<file path="config.mk">
export PLATFORM = sky130hd
export DESIGN_NAME = range_step_feature_detector_top
export DESIGN_NICKNAME = d
export VERILOG_FILES = /design/src/rtl/rsfd_pkg.sv /design/src/rtl/rsfd_front.sv /design/src/rtl/rsfd_queue.sv /design/src/rtl/rsfd_back.sv /design/src/rtl/range_step_feature_detector_top.sv
export SDC_FILE = /design/constraint.sdc
export NUM_CORES = 1
export LEC_CHECK = 0
export BUFFER_PORTS_ARGS = -buffer_cell sky130_fd_sc_hd__buf_2
export CAP_MARGIN = 20
export CORE_ASPECT_RATIO = 0.8
export CORE_MARGIN = 10
export CORE_UTILIZATION = 56
export DETAILED_ROUTE_END_ITERATION = 8
export PLACE_DENSITY_LB_ADDON = 0.12
export SLEW_MARGIN = 20
export SYNTH_ARGS = -nofsm -noshare
export SYNTH_HDL_FRONTEND = slang
export SYNTH_SLANG_ARGS = --single-unit
</file>
<file path="constraint.sdc">
create_clock -name clk -period 4.5 [get_ports clk]
set_clock_uncertainty 0.2 [all_clocks]
set_input_delay 0.45 -clock clk [delete_from_list [all_inputs] [get_ports clk]]
set_output_delay 0.45 -clock clk [all_outputs]
set_load 0.005 [all_outputs]
</file>
<file path="src/rtl/rsfd_pkg.sv">
// Shared constants, types and queue entry layout for the range step feature detector.
package rsfd_pkg;

  localparam int CHANNELS      = 7;
  localparam int HISTORY_DEPTH = 4;
  localparam int REPEAT_COUNT  = 2;

  // The number of recent readings checked, kept below the history depth so that
  // a reference reading always exists.
  localparam int REPEAT_EFF = (REPEAT_COUNT > HISTORY_DEPTH - 1) ? HISTORY_DEPTH - 1 :
                              ((REPEAT_COUNT < 1) ? 1 : REPEAT_COUNT);

  localparam int CH_W     = 3;
  localparam int CH_IDX_W = (CHANNELS > 1) ? $clog2(CHANNELS) : 1;
  localparam int SAMPLE_W = 10;
  localparam int RANGE_W  = 11;
  localparam int CODE_W   = 2;
  localparam int THRESH_W = 10;
  localparam int RISE_W   = SAMPLE_W + 1;
  localparam int SUM_W    = RISE_W + $clog2(REPEAT_EFF) + 1;

  localparam int QUEUE_DEPTH = 4;
  localparam int QPTR_W      = $clog2(QUEUE_DEPTH);
  localparam int QCNT_W      = $clog2(QUEUE_DEPTH + 1);

  localparam int CFG_IDX_W  = 1;
  localparam int CFG_DATA_W = THRESH_W;

  localparam logic [CFG_IDX_W-1:0] CFG_FEATURE_THRESHOLD  = 1'd0;
  localparam logic [CFG_IDX_W-1:0] CFG_JUNCTION_THRESHOLD = 1'd1;

  localparam logic [THRESH_W-1:0] FEATURE_RESET  = 10'd15;
  localparam logic [THRESH_W-1:0] JUNCTION_RESET = 10'd200;

  localparam logic [RANGE_W-1:0] RANGE_NONE = 11'h7FF;

  typedef enum logic [CODE_W-1:0] {
    CODE_NONE     = 2'd0,
    CODE_OTHER    = 2'd1,
    CODE_JUNCTION = 2'd2
  } feature_code_t;

  // One item as handed from the front to the back. Rises are stored newest first.
  typedef struct packed {
    logic                                report;
    logic [SAMPLE_W-1:0]                 sample;
    logic [REPEAT_EFF-1:0][RISE_W-1:0]   rises;
  } queue_entry_t;

endpackage

</file>
<file path="src/rtl/rsfd_front.sv">
// Front part: accepts samples, keeps per-channel history and computes the rises.
module rsfd_front import rsfd_pkg::*; (
  input  logic                clk,
  input  logic                rst,
  input  logic                in_valid,
  output logic                in_ready,
  input  logic [CH_W-1:0]     channel,
  input  logic [SAMPLE_W-1:0] sample_cm,
  input  logic                queue_full,
  output logic                push,
  output queue_entry_t        push_entry
);

  logic [HISTORY_DEPTH-1:0][SAMPLE_W-1:0] history [CHANNELS];
  logic [CHANNELS-1:0]                    first_pending;

  logic                                   ch_ok;
  logic [CH_IDX_W-1:0]                    ch_idx;
  logic [HISTORY_DEPTH-1:0][SAMPLE_W-1:0] shifted;

  assign in_ready = !queue_full;
  assign push     = in_valid && in_ready;
  assign ch_ok    = ({1'b0, channel} < (CH_W + 1)'(CHANNELS));
  assign ch_idx   = CH_IDX_W'(channel);

  always_comb begin
    logic [HISTORY_DEPTH-1:0][SAMPLE_W-1:0] cur;
    cur = history[ch_idx];
    for (int i = 0; i < HISTORY_DEPTH - 1; i++) begin
      shifted[i] = cur[i + 1];
    end
    shifted[HISTORY_DEPTH - 1] = sample_cm;

    push_entry.report = ch_ok && !first_pending[ch_idx];
    push_entry.sample = sample_cm;
    for (int i = 0; i < REPEAT_EFF; i++) begin
      push_entry.rises[i] = {1'b0, shifted[HISTORY_DEPTH - 1 - i]} -
                            {1'b0, shifted[HISTORY_DEPTH - 1 - REPEAT_EFF]};
    end
  end

  always_ff @(posedge clk) begin
    if (rst) begin
      first_pending <= '1;
    end else if (push && ch_ok) begin
      first_pending[ch_idx] <= 1'b0;
    end
  end

  // A channel's first sample fills its whole history.
  always_ff @(posedge clk) begin
    if (push && ch_ok) begin
      if (first_pending[ch_idx]) begin
        history[ch_idx] <= {HISTORY_DEPTH{sample_cm}};
      end else begin
        history[ch_idx] <= shifted;
      end
    end
  end

endmodule

</file>
<file path="src/rtl/rsfd_queue.sv">
// Short queue that decouples the front part from the back part.
module rsfd_queue import rsfd_pkg::*; (
  input  logic         clk,
  input  logic         rst,
  input  logic         push,
  input  queue_entry_t push_entry,
  output logic         full,
  input  logic         pop,
  output logic         head_valid,
  output queue_entry_t head_entry
);

  queue_entry_t      mem [QUEUE_DEPTH];
  logic [QPTR_W-1:0] wr_ptr;
  logic [QPTR_W-1:0] rd_ptr;
  logic [QCNT_W-1:0] count;

  assign full       = (count == QCNT_W'(QUEUE_DEPTH));
  assign head_valid = (count != '0);
  assign head_entry = mem[rd_ptr];

  always_ff @(posedge clk) begin
    if (rst) begin
      wr_ptr <= '0;
      rd_ptr <= '0;
      count  <= '0;
    end else begin
      if (push) begin
        wr_ptr <= wr_ptr + 1'b1;
      end
      if (pop) begin
        rd_ptr <= rd_ptr + 1'b1;
      end
      unique case ({push, pop})
        2'b10:   count <= count + 1'b1;
        2'b01:   count <= count - 1'b1;
        default: count <= count;
      endcase
    end
  end

  always_ff @(posedge clk) begin
    if (push) begin
      mem[wr_ptr] <= push_entry;
    end
  end

  a_no_push_when_full: assert property (@(posedge clk) disable iff (rst)
    full |-> !push) else $error("item pushed into a full queue");

  a_no_pop_when_empty: assert property (@(posedge clk) disable iff (rst)
    !head_valid |-> !pop) else $error("item popped from an empty queue");

  a_count_tracks_ptrs: assert property (@(posedge clk) disable iff (rst)
    count[QPTR_W-1:0] == QPTR_W'(wr_ptr - rd_ptr))
    else $error("queue fill count disagrees with pointers");

  a_count_grows: assert property (@(posedge clk) disable iff (rst)
    push && !pop |=> count == $past(count) + 1'b1)
    else $error("queue fill count did not grow on a push");

endmodule

</file>
<file path="src/rtl/rsfd_back.sv">
// Back part: holds the thresholds, classifies queued items and drives the result register.
module rsfd_back import rsfd_pkg::*; (
  input  logic                  clk,
  input  logic                  rst,
  input  logic                  cfg_we,
  input  logic [CFG_IDX_W-1:0]  cfg_index,
  input  logic [CFG_DATA_W-1:0] cfg_data,
  input  logic                  head_valid,
  input  queue_entry_t          head_entry,
  output logic                  pop,
  output logic                  out_valid,
  input  logic                  out_ready,
  output logic [CODE_W-1:0]     feature_code,
  output logic [RANGE_W-1:0]    range_out
);

  logic [THRESH_W-1:0] feature_threshold;
  logic [THRESH_W-1:0] junction_threshold;

  feature_code_t       code_calc;
  feature_code_t       code_reg;
  logic [RANGE_W-1:0]  range_calc;

  always_ff @(posedge clk) begin
    if (rst) begin
      feature_threshold  <= FEATURE_RESET;
      junction_threshold <= JUNCTION_RESET;
    end else if (cfg_we) begin
      unique case (cfg_index)
        CFG_FEATURE_THRESHOLD:  feature_threshold  <= cfg_data;
        CFG_JUNCTION_THRESHOLD: junction_threshold <= cfg_data;
        default: ;
      endcase
    end
  end

  always_comb begin
    logic signed [SUM_W-1:0] rise_s;
    logic signed [SUM_W-1:0] sum_acc;
    logic signed [SUM_W-1:0] ft_s;
    logic        [SUM_W-1:0] jprod;
    logic                    all_pass;
    ft_s     = $signed({{(SUM_W - THRESH_W){1'b0}}, feature_threshold});
    jprod    = SUM_W'(junction_threshold) * SUM_W'(REPEAT_EFF);
    sum_acc  = '0;
    all_pass = 1'b1;
    for (int i = 0; i < REPEAT_EFF; i++) begin
      rise_s = SUM_W'($signed(head_entry.rises[i]));
      if (rise_s < ft_s) begin
        all_pass = 1'b0;
      end
      sum_acc = sum_acc + rise_s;
    end

    if (!head_entry.report || !all_pass) begin
      code_calc = CODE_NONE;
    end else if (sum_acc >= $signed(jprod)) begin
      code_calc = CODE_JUNCTION;
    end else begin
      code_calc = CODE_OTHER;
    end
    range_calc = head_entry.report ? {1'b0, head_entry.sample} : RANGE_NONE;
  end

  // The result register is refilled whenever it is empty or being taken.
  assign pop = head_valid && (!out_valid || out_ready);

  always_ff @(posedge clk) begin
    if (rst) begin
      out_valid <= 1'b0;
    end else if (pop) begin
      out_valid <= 1'b1;
    end else if (out_ready) begin
      out_valid <= 1'b0;
    end
  end

  always_ff @(posedge clk) begin
    if (pop) begin
      code_reg  <= code_calc;
      range_out <= range_calc;
    end
  end

  assign feature_code = code_reg;

endmodule

</file>
<file path="src/rtl/range_step_feature_detector_top.sv">
// Top level of the multi-channel sonar range step feature detector.
//
// Input channel: in_valid/in_ready carry one item, a channel number and a range
// sample in centimetres. Output channel: out_valid/out_ready carry one item per
// input item, in order: a feature code (none, other, junction) and the echoed
// range, or -1 on a channel's first sample or on a channel number out of range.
// The user writes the thresholds through cfg_we, cfg_index and cfg_data only
// while idle; the block itself does not enforce this.
// Throughput is one item per cycle while the queue is not full. When an item is
// accepted, the front part updates the channel history and writes the rises
// into a four-entry queue; the back part then classifies the queue head into
// the result register whenever that register is empty or being taken.
// Reset clears the queue and the result register, marks every channel as not
// yet seen and restores the threshold defaults. History needs no clearing.
// When the receiver stalls, the result register holds and the queue fills;
// in_ready falls only once four items are waiting in the queue.
module range_step_feature_detector_top import rsfd_pkg::*; (
  input  logic                  clk,
  input  logic                  rst,
  input  logic                  cfg_we,
  input  logic [CFG_IDX_W-1:0]  cfg_index,
  input  logic [CFG_DATA_W-1:0] cfg_data,
  input  logic                  in_valid,
  output logic                  in_ready,
  input  logic [CH_W-1:0]       channel,
  input  logic [SAMPLE_W-1:0]   sample_cm,
  output logic                  out_valid,
  input  logic                  out_ready,
  output logic [CODE_W-1:0]     feature_code,
  output logic [RANGE_W-1:0]    range_out
);

  logic         push;
  logic         pop;
  logic         queue_full;
  logic         head_valid;
  queue_entry_t push_entry;
  queue_entry_t head_entry;

  rsfd_front u_front (
    .clk        (clk),
    .rst        (rst),
    .in_valid   (in_valid),
    .in_ready   (in_ready),
    .channel    (channel),
    .sample_cm  (sample_cm),
    .queue_full (queue_full),
    .push       (push),
    .push_entry (push_entry)
  );

  rsfd_queue u_queue (
    .clk        (clk),
    .rst        (rst),
    .push       (push),
    .push_entry (push_entry),
    .full       (queue_full),
    .pop        (pop),
    .head_valid (head_valid),
    .head_entry (head_entry)
  );

  rsfd_back u_back (
    .clk          (clk),
    .rst          (rst),
    .cfg_we       (cfg_we),
    .cfg_index    (cfg_index),
    .cfg_data     (cfg_data),
    .head_valid   (head_valid),
    .head_entry   (head_entry),
    .pop          (pop),
    .out_valid    (out_valid),
    .out_ready    (out_ready),
    .feature_code (feature_code),
    .range_out    (range_out)
  );

endmodule
</file>
# ---- Yosys cells after proc, flatten, opt, wreduce, memory -nomap -nowiden
# Memories as Yosys holds them, arrays and structs flattened. A register that Yosys moved wholly into a read port is not among the register bits.
# Index checks and enable logic that the tools add are counted.
# W data, S select, Z words.
dict set report classes {
  n_addsub 7
  magnitude_cmp 6
  n_eq_ne 3
  muxes 22
  bitwise_logic 4
  n_reduce_logical 17
}
# operator count
set ops {}
lappend ops {{$mux W40} 1}
lappend ops {{$lt A11 B11 Y1} 2}
lappend ops {{$sub A10 B10 Y11} 2}
lappend ops {{$mux W1} 14}
lappend ops {{$ge A13 B12 Y1} 1}
lappend ops {{$add A11 B11 Y12} 1}
lappend ops {{$mux W11} 1}
lappend ops {{$and A7 B7 Y7} 1}
lappend ops {{$not A7 Y7} 1}
lappend ops {{$mux W2} 3}
lappend ops {{$pmux W3 S2} 1}
lappend ops {{$logic_and A1 B1 Y1} 5}
lappend ops {{$logic_not A1 Y1} 5}
lappend ops {{$add A2 B1 Y2 const B} 2}
lappend ops {{$lt A3 B4 Y1 const B} 1}
lappend ops {{$reduce_and A2 Y1} 2}
lappend ops {{$reduce_bool A2 Y1} 2}
lappend ops {{$add A3 B1 Y3 const B} 1}
lappend ops {{$bmux W1 S3} 1}
lappend ops {{$demux W1 S3} 1}
lappend ops {{$eq A3 B3 Y1 const B} 1}
lappend ops {{$ge A3 B1 Y1 const B} 1}
lappend ops {{$lt A3 B3 Y1 const B} 1}
lappend ops {{$reduce_bool A3 Y1} 1}
lappend ops {{other kinds (6)} 7}
dict set report totals {
  reg_bits 48
  ram_bits 412
  output_inout_bits 15
  elab_cells 71
  memories 2
}
# memory depth word_bits rd rd_clocked_by_memory_dff write_ports line_no
set memory_table {}
lappend memory_table {u_front.history 7 40 1 0 1 rsfd_front.sv:14} ;# logic [HISTORY_DEPTH-1:0][SAMPLE_W-1:0] history [CHANNELS];
lappend memory_table {u_queue.mem 4 33 1 1 1 rsfd_queue.sv:13} ;# queue_entry_t mem [QUEUE_DEPTH];

# ---- Longest topological paths before layout
# Gate-level depths: netlist (run 1).
dict set report logic_depth {
  ltp_word 7
  ltp_mapped 16
  depth_no_buf 14
}

# ---- Cells and area by module
# Synthesis (run 1) repeated with hierarchy kept, for this count alone.
dict set report unflattened {
  cells_unflattened 936
  area_unflattened_um2 14301.2
}
# mod n_inst cells_each area_per_inst_um2 seq_area_each_um2
set by_module_without_submodules {}
lappend by_module_without_submodules {rsfd_front 1 456 6730.2 4344.2}
lappend by_module_without_submodules {rsfd_queue 1 220 5243.8 4144.0}
lappend by_module_without_submodules {rsfd_back 1 260 2327.2 810.8}

# ---- Worst setup path after synthesis (run 1)
# Ideal clock, no wire load.
dict set report synth_path {
  path_type {flip-flop to flip-flop}
  from {reg with a tool-made name}
  to {reg u_back.code_reg[1], in the netlist u_back.feature_code[1] (data pin)}
  arrival_ns 3.908
  required_ns 4.046
  path_slack_ns 0.139
  stages_incl_launch_ff 17
  path_buffers 3
  period_less_slack_ns 4.361
  cell_sequence {dfxtp_1 buf_2 buf_4 buf_4 mux4_2 fa_1 a21o_1 a211oi_1 o21ai_0 a31o_2 a21oi_1 xnor2_1 ha_1 a2111o_1 nor4_1 a2111oi_0 nor2b_1}
}
# element line_no
set synth_rtl {}
lappend synth_rtl {{end signal: assignment} rsfd_back.sv:80} ;# code_reg <= code_calc;
lappend synth_rtl {{end: declaration} rsfd_back.sv:21} ;# feature_code_t code_reg;

==> impl_metrics.ini, run 1 <==
[outcome]
run_status = finished, final reports clean

[cts]
insertion_delay_ps = 580
numCtsBuffers = 30
ctsRootBufferMaster = clkbuf_16
clock-sinks = 322
h-tree-depth = 1
cts_tree = yes
clkTransAtPathRegs_ps = 70
cts_setup_buffers = 0
cts_buffer_depth = 3

[power]
netSwitchingFraction_pct = 30.3
leakage_nw = 5.82
p_comb_share_pct = 31.0
peakVddDrop_v = 0.000375
power_frac_clock_pct = 27.7
pwr_density_cell_nw_per_um2 = 576
seqPwrFrac_pct = 41.2
p_int_mw = 6.42
p_sw_mw = 2.79
power_mw = 9.21

[final_layout]
final_cells = 1369
fin_util_pct = 65.1
syn2layout_area_growth_pct = 13.5
diodes = 0
drive_above_1_share_pct = 18.6
design_area_um2 = 16000
nets = 1124

[synthesis]
netlist_top_cells_count = edfxtp_1 (285), ha_1 (64), nand2_1 (59)
synth-simple-area-share_pct = 6.67
synth_top_area_share_pct = 60.7
synth_area_leaders = edfxtp_1 (61%), mux4_2 (6.2%), ha_1 (5.7%)
syn_inst = 940
syn_area_per_cell_um2 = 15.0
synth_top_family_by_area = multiplexers
synth_fp_nets = 1037
synth_fa_ha_area_share_pct = 6.25
synth_cell_type_count = 59
synth-seq-cells = 322
synth_most_common_cell = edfxtp_1
synthMuxAreaShare_pct = 9.31
synth-main-ff-cell = edfxtp_1
yosysSeqAreaShare_pct = 66.0
async_reset_ff_share_pct = 0
yosysTopAreaCell = edfxtp_1
synth_xor_xnor_area_share_pct = 1.55
yosysWarnings = 0
synth_edf_count = 285
synth_compound_area_share_pct = 7.63
synth_area_um2 = 14100

[grt]
met2_usage_pct = 27.2
grt_overflow = 0
grt_pass1_vias = 7950
grt_use_met1_pct = 29.9
grt_pass1_wl_mm = 47.4
grt_start_max_net_pins = 37
met3_usage_pct = 3.10
track_usage_pct = 19.0
antenna_found_initial = 0
top_usage_layer = met1

[timing]
fin_crit_ps = 4190
fin_crit_sh_pct = 93.0
setup_viol = 0
rsz0062_at_grt = no
whs_ps = 41.6
max-slew-margin-rel_pct = 29.9
slew_viol_final = 0
tightestPinTransition_ps = 1040
final_hold_viol_count = 0
clock.fmax_ghz = 0.239
fin_tns_setup_ps = 0
setup_ws_ps = 313

[hold_path]
hold_depth = 1
min_path_type = in2reg

[placement]
dp.cells = 1302
io_buffers = 43
finalWeightedCongestion = 0.841
hpwl_mm = 19.9
pre_cts_ws_ps = 228
dpl_cell_area_um2 = 14900

[worst_setup_path]
crit_fanout = 6
cpPeakStageDelay_ps = 580
cp.required_ps = 4610
cp_slowest_cell = mux4_2
arrival_ps = 4300
reg2reg_depth = 14
crit_family = compound AO/OA/AOI/OAI gates
path_depth = 14
cp_cell_sequence = buf_4 -> mux4_2 -> fa_1 -> a21o_1 -> a211oi_2 -> o21ai_0 -> a31o_2 -> a21oi_1 -> xnor2_1 -> ha_1 -> a2111o_1 -> nor4_2 -> a2111oi_2 -> nor2b_1
crit_buf_inv = 1
setup.worst_path.class = reg2reg
endpoint_kind = flip-flop
startpoint_type = flip-flop

[die]
die_h_um = 162
start_util_pct = 57.4
die_w_um = 197
rows = 51
ioPinCount = 44
die_area_um2 = 31900
coreArea_um2 = 24600

[detailed_routing]
ant_nets = 0
num_vias = 8126
finalWirelength_mm = 30.2
dr.pass1.iters = 5
wire_per_inst_um = 22.1
first_iter_violations = 809
vias_per_cell = 5.94
route.detailed.drc = 0

[job]
cap_violations = 0
-- cells in the final DEF, fill, tap and decap left out, drive strengths merged, types with 8 or more instances in the layout --
cell type    synthesis  routed
ha                  64      64
and3                14      14
a221oi              14      14
mux2                18      18
dfxtp               37      37
nor3                 9       9
mux4                39      39
mux2i               23      23
nor2                50      50
a21oi               54      54
nand3                9       9
nor2b               17      17
inv                 52      52
nand2               59      59
edfxtp             285     285
a21o                 8       8
clkbuf              14      39
dlygate4sd3          0      11
nand2b              13      13
o21bai               8       8
buf                 21      79
xnor2               18      18
clkinv               0      13
o21ai               28      28
-- path summary, 6_finish.rpt --
check	to	from	slack [ps]
max	u_back.feature_code[1]	flip-flop	310
min	u_queue.mem[3][29]	sample_cm[7]	40
max reg2reg	u_back.feature_code[1]	flip-flop	310
min reg2reg	u_front.first_pending[3]	u_front.first_pending[3]	260
-- logic make-up (layout without fill, tap and decap cells) --
logic type                 count (synthesis)  count (layout)
DFF                                      322             322
muxes                                     80              80
buffers and inverters                     87             198
and+or+nand+nor                          193             193
adders and majority gates                 68              68
AOI/OAI and AO/OA                        165             165
xor gates and xnor gates                  25              25
-- cell type report --
type | count | area (µm²)
clock inverters | 17 | 183
fillers | 1772 | 8580
repair buffers | 90 | 624
multi-input cells | 531 | 4460
flip-flops and latches | 322 | 9300
inverters | 52 | 195
well taps | 318 | 398
clock buffers | 39 | 826
-- repair_timing --
action	4_1_cts	5_1_grt
hold buffers	11	0
endpoints found under the setup margin	0	2
hold endpoints to repair	21	0
gates resized for setup	0	5
-- flip-flops by register name (all words and copies together) (netlist names), named ones only --
signal	cells
u_front.history	140
u_back.out_valid	1
u_back.junction_threshold	10
u_back.feature_code	2
u_back.range_out	11
u_queue.rd_ptr	2
u_back.feature_threshold	10
u_queue.wr_ptr	2
u_queue.mem	132
u_queue.count	3
u_front.first_pending	7
-- power by group through the flow --
stage,clock (mW),sequential (mW),combinational [mW]
after CTS,2.58,3.80,2.78
after global routing,2.70,3.82,3.20
after floorplan,0,3.83,2.00
final,2.55,3.80,2.86
after detailed placement,0,3.85,2.76
after global placement,0,3.84,2.72
-- per-layer routing --
metal	share of wire (%)	up-vias
met3	7.0	39
met1	49	4018
met4	1.6	0
li1	-	3771
met5	0	-
met2	43	298
(Power assumes the default switching activity.)
==> run 2: changes to the inputs <==
- PLACE_DENSITY: default -> 0.76
- PLACE_DENSITY_LB_ADDON: 0.12 -> default
==> run 2 against run 1 <==
Die area did not move. Register-to-register slack worse by 60 ps. Final area fell by 0.41%. Combinational power down 2%. Flip-flop and latch count unchanged. First-iteration DRC count rose by 5.3%. Non-clock buffer count is 7 lower. Wire length increased by 0.20%. Global-route usage barely moved. Sequential share of layout area rose by 0.27 points. Clock power down 2%. Critical path type unchanged. Highest routed layer unchanged.
==> impl_metrics.ini, run 2 (synthesized netlist as in run 1, its figures left out) <==
[power]
power_mw = 9.09
leakage_nw = 5.78
peakVddDrop_v = 0.000426
pwr_density_cell_nw_per_um2 = 571
p_comb_share_pct = 30.8
power_frac_clock_pct = 27.4
p_sw_mw = 2.77
p_int_mw = 6.32
seqPwrFrac_pct = 41.9
netSwitchingFraction_pct = 30.5

[final_layout]
diodes = 0
largest_reg_flops = 140
layout_commonest_cell = edfxtp_1
drive_above_1_share_pct = 18.2
top_regs = u_front.history (140), u_queue.mem (132), u_back.range_out (11)
final_cell_mix = edfxtp_1 (285), ha_1 (64), nand2_1 (59)
fin_util_pct = 64.8
syn2layout_area_growth_pct = 13.0
regMostFlops = u_front.history
nets = 1117
nFillCells = 1717

[grt]
grt_pass1_wl_mm = 47.5
grt_overflow = 0
grt_pass1_vias = 8226
track_usage_pct = 19.0
grt_start_max_net_pins = 37
antenna_found_initial = 0

[worst_setup_path]
reg2reg_slack_ps = 250
crit_fanout = 8
startpoint_type = flip-flop
arrival_ps = 4330
endpoint_kind = flip-flop
cp.required_ps = 4580
setup.worst_path.class = reg2reg
worstReg2RegEnd = u_back.feature_code[0]
reg2reg_depth = 14

[cts]
numCtsBuffers = 30
cts_tree = yes
cts_buffer_depth = 3
clkTransAtPathRegs_ps = 70
insertion_delay_ps = 590
clock-sinks = 322
ctsRootBufferMaster = clkbuf_16
cts_setup_buffers = 0
h-tree-depth = 1

[timing]
rsz0062_at_grt = no
fin_crit_ps = 4250
final_hold_viol_count = 0
fin_tns_setup_ps = 0
setup_viol = 0
fin_crit_sh_pct = 94.4
slew_viol_final = 0
max-slew-margin-rel_pct = 36.6
whs_ps = 38.2
clock.fmax_ghz = 0.235
tightestPinTransition_ps = 950

[detailed_routing]
finalWirelength_mm = 30.3
wire_per_inst_um = 22.2
first_iter_violations = 852
vias_per_cell = 6.01
route.detailed.drc = 0
num_vias = 8186
ant_nets = 0
dr.pass1.iters = 5

[placement]
finalWeightedCongestion = 0.875
io_buffers = 43
hpwl_mm = 19.9

[job]
cap_violations = 0

[hold_path]
hold_depth = 1
holdPathEnd = u_queue.mem[0][28]
min_path_type = in2reg
worstHoldStart = sample_cm[6]

[die]
start_util_pct = 57.4
coreArea_um2 = 24600
die_h_um = 162
rows = 51
die_w_um = 197
ioPinCount = 44
die_area_um2 = 31900

[outcome]
run_status = finished, final reports clean
[run 2: what timing repair did]
action	CTS	global route
endpoints found under the setup margin	0	2
hold buffers	11	0
resized for setup	0	6
endpoints found under the hold margin	21	0
[run 2: metrics by stage]
step	instances	setup slack [ps]	area [µm²]
CTS	1362	58.6	15900
floorplan	940	139	14100
global route	1362	24.8	15900
finish	1362	251	15900
global placement	1295	172	14800
detailed placement	1295	101	14800
[run 2: power by group through the flow]
stage | combinational [mW] | sequential, mW | clock, mW
2_1_floorplan | 2.00 | 3.83 | 0
3_3_place_gp | 2.67 | 3.85 | 0
3_5_place_dp | 2.71 | 3.86 | 0
4_1_cts | 2.75 | 3.81 | 2.53
5_1_grt | 3.13 | 3.83 | 2.64
6_report | 2.80 | 3.80 | 2.49
[run 2: critical path, stage by stage (launching register included)]
cell,delay [ps]
dfxtp_4,440
mux4_2,550
ha_1,260
fa_1,420
a21o_1,190
a211oi_2,240
o21ai_0,150
a31o_2,260
a21oi_1,170
xnor2_1,140
ha_1,200
a2111o_1,150
nor4_2,50
a2111oi_1,450
nor2_1,100
[run 2: area by class of cell]
| type | instances | area, µm² | share of cell area [%] |
|---|---|---|---|
| flip-flops and latches | 322 | 9300 | 58.4 |
| repair buffers | 83 | 584 | 3.67 |
| inverters | 52 | 195 | 1.23 |
| clock inverters | 20 | 179 | 1.12 |
| clock buffers | 36 | 803 | 5.04 |
| multi-input cells | 531 | 4460 | 28.0 |
| well taps | 318 | 398 | 2.50 |
[run 2: how the worst max path moves through the flow]
stage	from	endpoint	cells past startpoint
6_report	flip-flop	u_back.feature_code[0]	14
2_1_floorplan	flip-flop	u_back.feature_code[1]	16
4_1_cts	flip-flop	u_back.feature_code[1]	14
3_3_place_gp	flip-flop	u_back.feature_code[0]	14
5_1_grt	flip-flop	u_back.feature_code[1]	14
3_5_place_dp	flip-flop	u_back.feature_code[1]	14
[run 2: metal layers]
layer  global-route usage, %  up-vias  wire length [µm]
li1                        -     3762                 -
met1                    28.5     4051             14000
met2                    27.8      341             13300
met3                    4.11       32              2440
met4                    4.01        0               530
met5                       0        -                 0
==> run 3: changes to the inputs <==
- ABC_AREA: default -> 1
==> run 3 against run 2 <==
Via count is 14% higher. Sequential power hardly changed. Non-clock buffer count is 11 lower. Worst setup slack better by 220 ps. Global-route usage is 0.67 points higher. Flip-flop and latch count stayed put.
==> impl_metrics.ini, run 3 <==
[outcome]
run_status = finished, final reports clean

[synthesis]
netlist_top_cells_count = edfxtp_1 (285), nand2_1 (245), nor2_1 (109)
synth_area_leaders = edfxtp_1 (61%), nand2_1 (6.5%), ha_1 (5.7%)
async_reset_ff_share_pct = 0
synth-seq-cells = 322
synth_fp_nets = 1317
synth_area_um2 = 14100
synth_cell_type_count = 45
synth-main-ff-cell = edfxtp_1
synth_top_area_share_pct = 60.6
yosysSeqAreaShare_pct = 65.9
synth_most_common_cell = edfxtp_1
yosysTopAreaCell = edfxtp_1
syn_inst = 1220
yosysWarnings = 0
synth_edf_count = 285
syn_area_per_cell_um2 = 11.6

[cts]
h-tree-depth = 1
ctsRootBufferMaster = clkbuf_16
insertion_delay_ps = 550
cts_buffer_depth = 3
numCtsBuffers = 30
clock-sinks = 322
clkTransAtPathRegs_ps = 60
cts_setup_buffers = 0
cts_tree = yes

[final_layout]
multi_input_area_um2 = 4260
drive_above_1_share_pct = 10.4
top_regs = u_front.history (140), u_queue.mem (132), u_back.range_out (11)
nFillCells = 1797
largest_reg_flops = 140
layout_commonest_cell = edfxtp_1
final_cells = 1624
nets = 1380
regMostFlops = u_front.history
syn2layout_area_growth_pct = 12.1
seq_area_um2 = 9300
final_cell_mix = edfxtp_1 (285), nand2_1 (245), inv_1 (105)

[placement]
pre_cts_ws_ps = 514
finalWeightedCongestion = 0.841
hpwl_mm = 19.9
io_buffers = 43
dp.cells = 1557

[detailed_routing]
route.detailed.drc = 0
wire_per_inst_um = 19.4
num_vias = 9295
ant_nets = 0
vias_per_cell = 5.72
dr.pass1.iters = 5
first_iter_violations = 975
finalWirelength_mm = 31.5

[worst_setup_path]
cp.required_ps = 4610
endpoint_kind = flip-flop
crit_top_cell = nand2_1
cpPeakStageDelay_ps = 410
crit_buf_inv = 4
crit_family = compound AO/OA/AOI/OAI gates
reg2reg_slack_ps = 470
arrival_ps = 4130
reg2reg_depth = 21
worstReg2RegEnd = u_back.feature_code[0]
startpoint_type = flip-flop
crit_fanout = 28
cp_cell_sequence = clkinv_1 -> buf_12 -> o21ai_0 -> o22ai_1 -> ha_1 -> a21oi_1 -> nand2_1 -> a21oi_1 -> nor2_1 -> nor2_1 -> xor2_1 -> inv_1 -> ha_1 -> nand2_1 -> inv_1 -> nand4_1 -> o21a_1 -> nand2_1 -> nand2_1 -> a21oi_1 -> nor2_1
cp_slowest_cell = clkinv_1
setup.worst_path.class = reg2reg

[timing]
slew_viol_final = 0
fin_crit_sh_pct = 89.5
fin_crit_ps = 4030
max-slew-margin-rel_pct = 26.7
final_hold_viol_count = 0
tightestPinTransition_ps = 1100
setup_viol = 0
setup_ws_ps = 474
clock.fmax_ghz = 0.248
rsz0062_at_grt = no
fin_tns_setup_ps = 0

[die]
die_area_um2 = 32000
die_w_um = 198
start_util_pct = 57.5
ioPinCount = 44
rows = 51
die_h_um = 162
coreArea_um2 = 24600

[grt]
met2_usage_pct = 30.7
grt_pass1_vias = 9140
grt_use_met1_pct = 27.7
grt_overflow = 0
met3_usage_pct = 3.55
grt_pass1_wl_mm = 49.8
track_usage_pct = 19.6
grt_start_max_net_pins = 67
antenna_found_initial = 1
top_usage_layer = met2

[power]
peakVddDrop_v = 0.000344
power_mw = 9.92
pwr_density_cell_nw_per_um2 = 627
leakage_nw = 6.06

[hold_path]
min_path_type = in2reg
hold_depth = 3
worstHoldStart = cfg_data[5]
holdPathEnd = u_back.junction_threshold[5]

[job]
cap_violations = 0
==> run 3: cell types whose count changed in the layout (fill, tap and decap cells not counted), sizes merged, moves of 13 or more <==
cell    previous run  this run
nor2b             17         0
nand2             59       248
nand4              2        16
mux4              39         0
nand2b            13         0
mux2i             23         0
inv               54       113
nand3              9        38
mux2              18         0
nor2              50       112
o21ai             28        93
==> run 3: cell families after synthesis <==
family,after synthesis,synth area share [%]
AOI/OAI and AO/OA,228,9.65
buffers and inverters,154,4.36
DFF,322,65.9
adders and majority gates,68,6.24
xor gates and xnor gates,25,1.55
and+or+nand+nor,423,12.3
==> run 3: metal layers <==
| metal | vias up | share of wire [%] |
|---|---|---|
| met1 | 4442 | 44 |
| li1 | 4435 | - |
| met4 | 0 | 2.3 |
| met3 | 51 | 8.7 |
| met2 | 367 | 45 |
| met5 | - | 0 |
==> run 3: worst max path at each step <==
stage               start                     end  slack, ps  cells after the start
2_1_floorplan   flip-flop  u_back.feature_code[0]        810                     25
5_1_grt         flip-flop  u_back.feature_code[0]         60                     22
3_5_place_dp    flip-flop  u_back.feature_code[0]        510                     21
6_report        flip-flop  u_back.feature_code[0]        470                     21
4_1_cts         flip-flop  u_back.feature_code[0]        500                     21
3_3_place_gp   channel[1]      u_queue.mem[2][21]        600                     16
==> run 3: layout make-up <==
cell class | instances | share of cell area [%]
Sequential cell | 322 | 58.8
Multi-Input combinational cell | 744 | 26.9
Clock buffer | 35 | 5.00
Timing Repair Buffer | 72 | 3.29
Inverter | 113 | 2.68
Tap cell | 318 | 2.52
Clock inverter | 19 | 0.807
Antenna cell | 1 | 0.0158
==> run 3: per-stage QoR <==
| step | area, µm² | utilization, % | hold slack (ps) |
|---|---|---|---|
| 6_report | 15800 | 64.4 | 16.1 |
| 5_1_grt | 15800 | 64.4 | 32.5 |
| 4_1_cts | 15700 | 64.1 | 2.06 |
| 3_5_place_dp | 14700 | 60.0 | 254 |
| 3_3_place_gp | 14700 | 60.0 | 244 |
| 2_1_floorplan | 14100 | - | 235 |
==> run 3: repair_timing <==
action | 4_1_cts | 5_1_grt
endpoints found under the hold margin | 13 | 0
hold buffers | 9 | 0
gates resized for setup | 0 | 0
==> run 3: power breakdown <==
group	switching [mW]	total, mW	internal [mW]
Sequential	0.0775	3.79	3.71
Clock	1.07	2.38	1.31
Combinational	2.40	3.75	1.34
==> run 3: tightest hold or removal path: stages <==
cell	delay, ps
buf_2	90
o21ai_0	80
a21oi_1	110
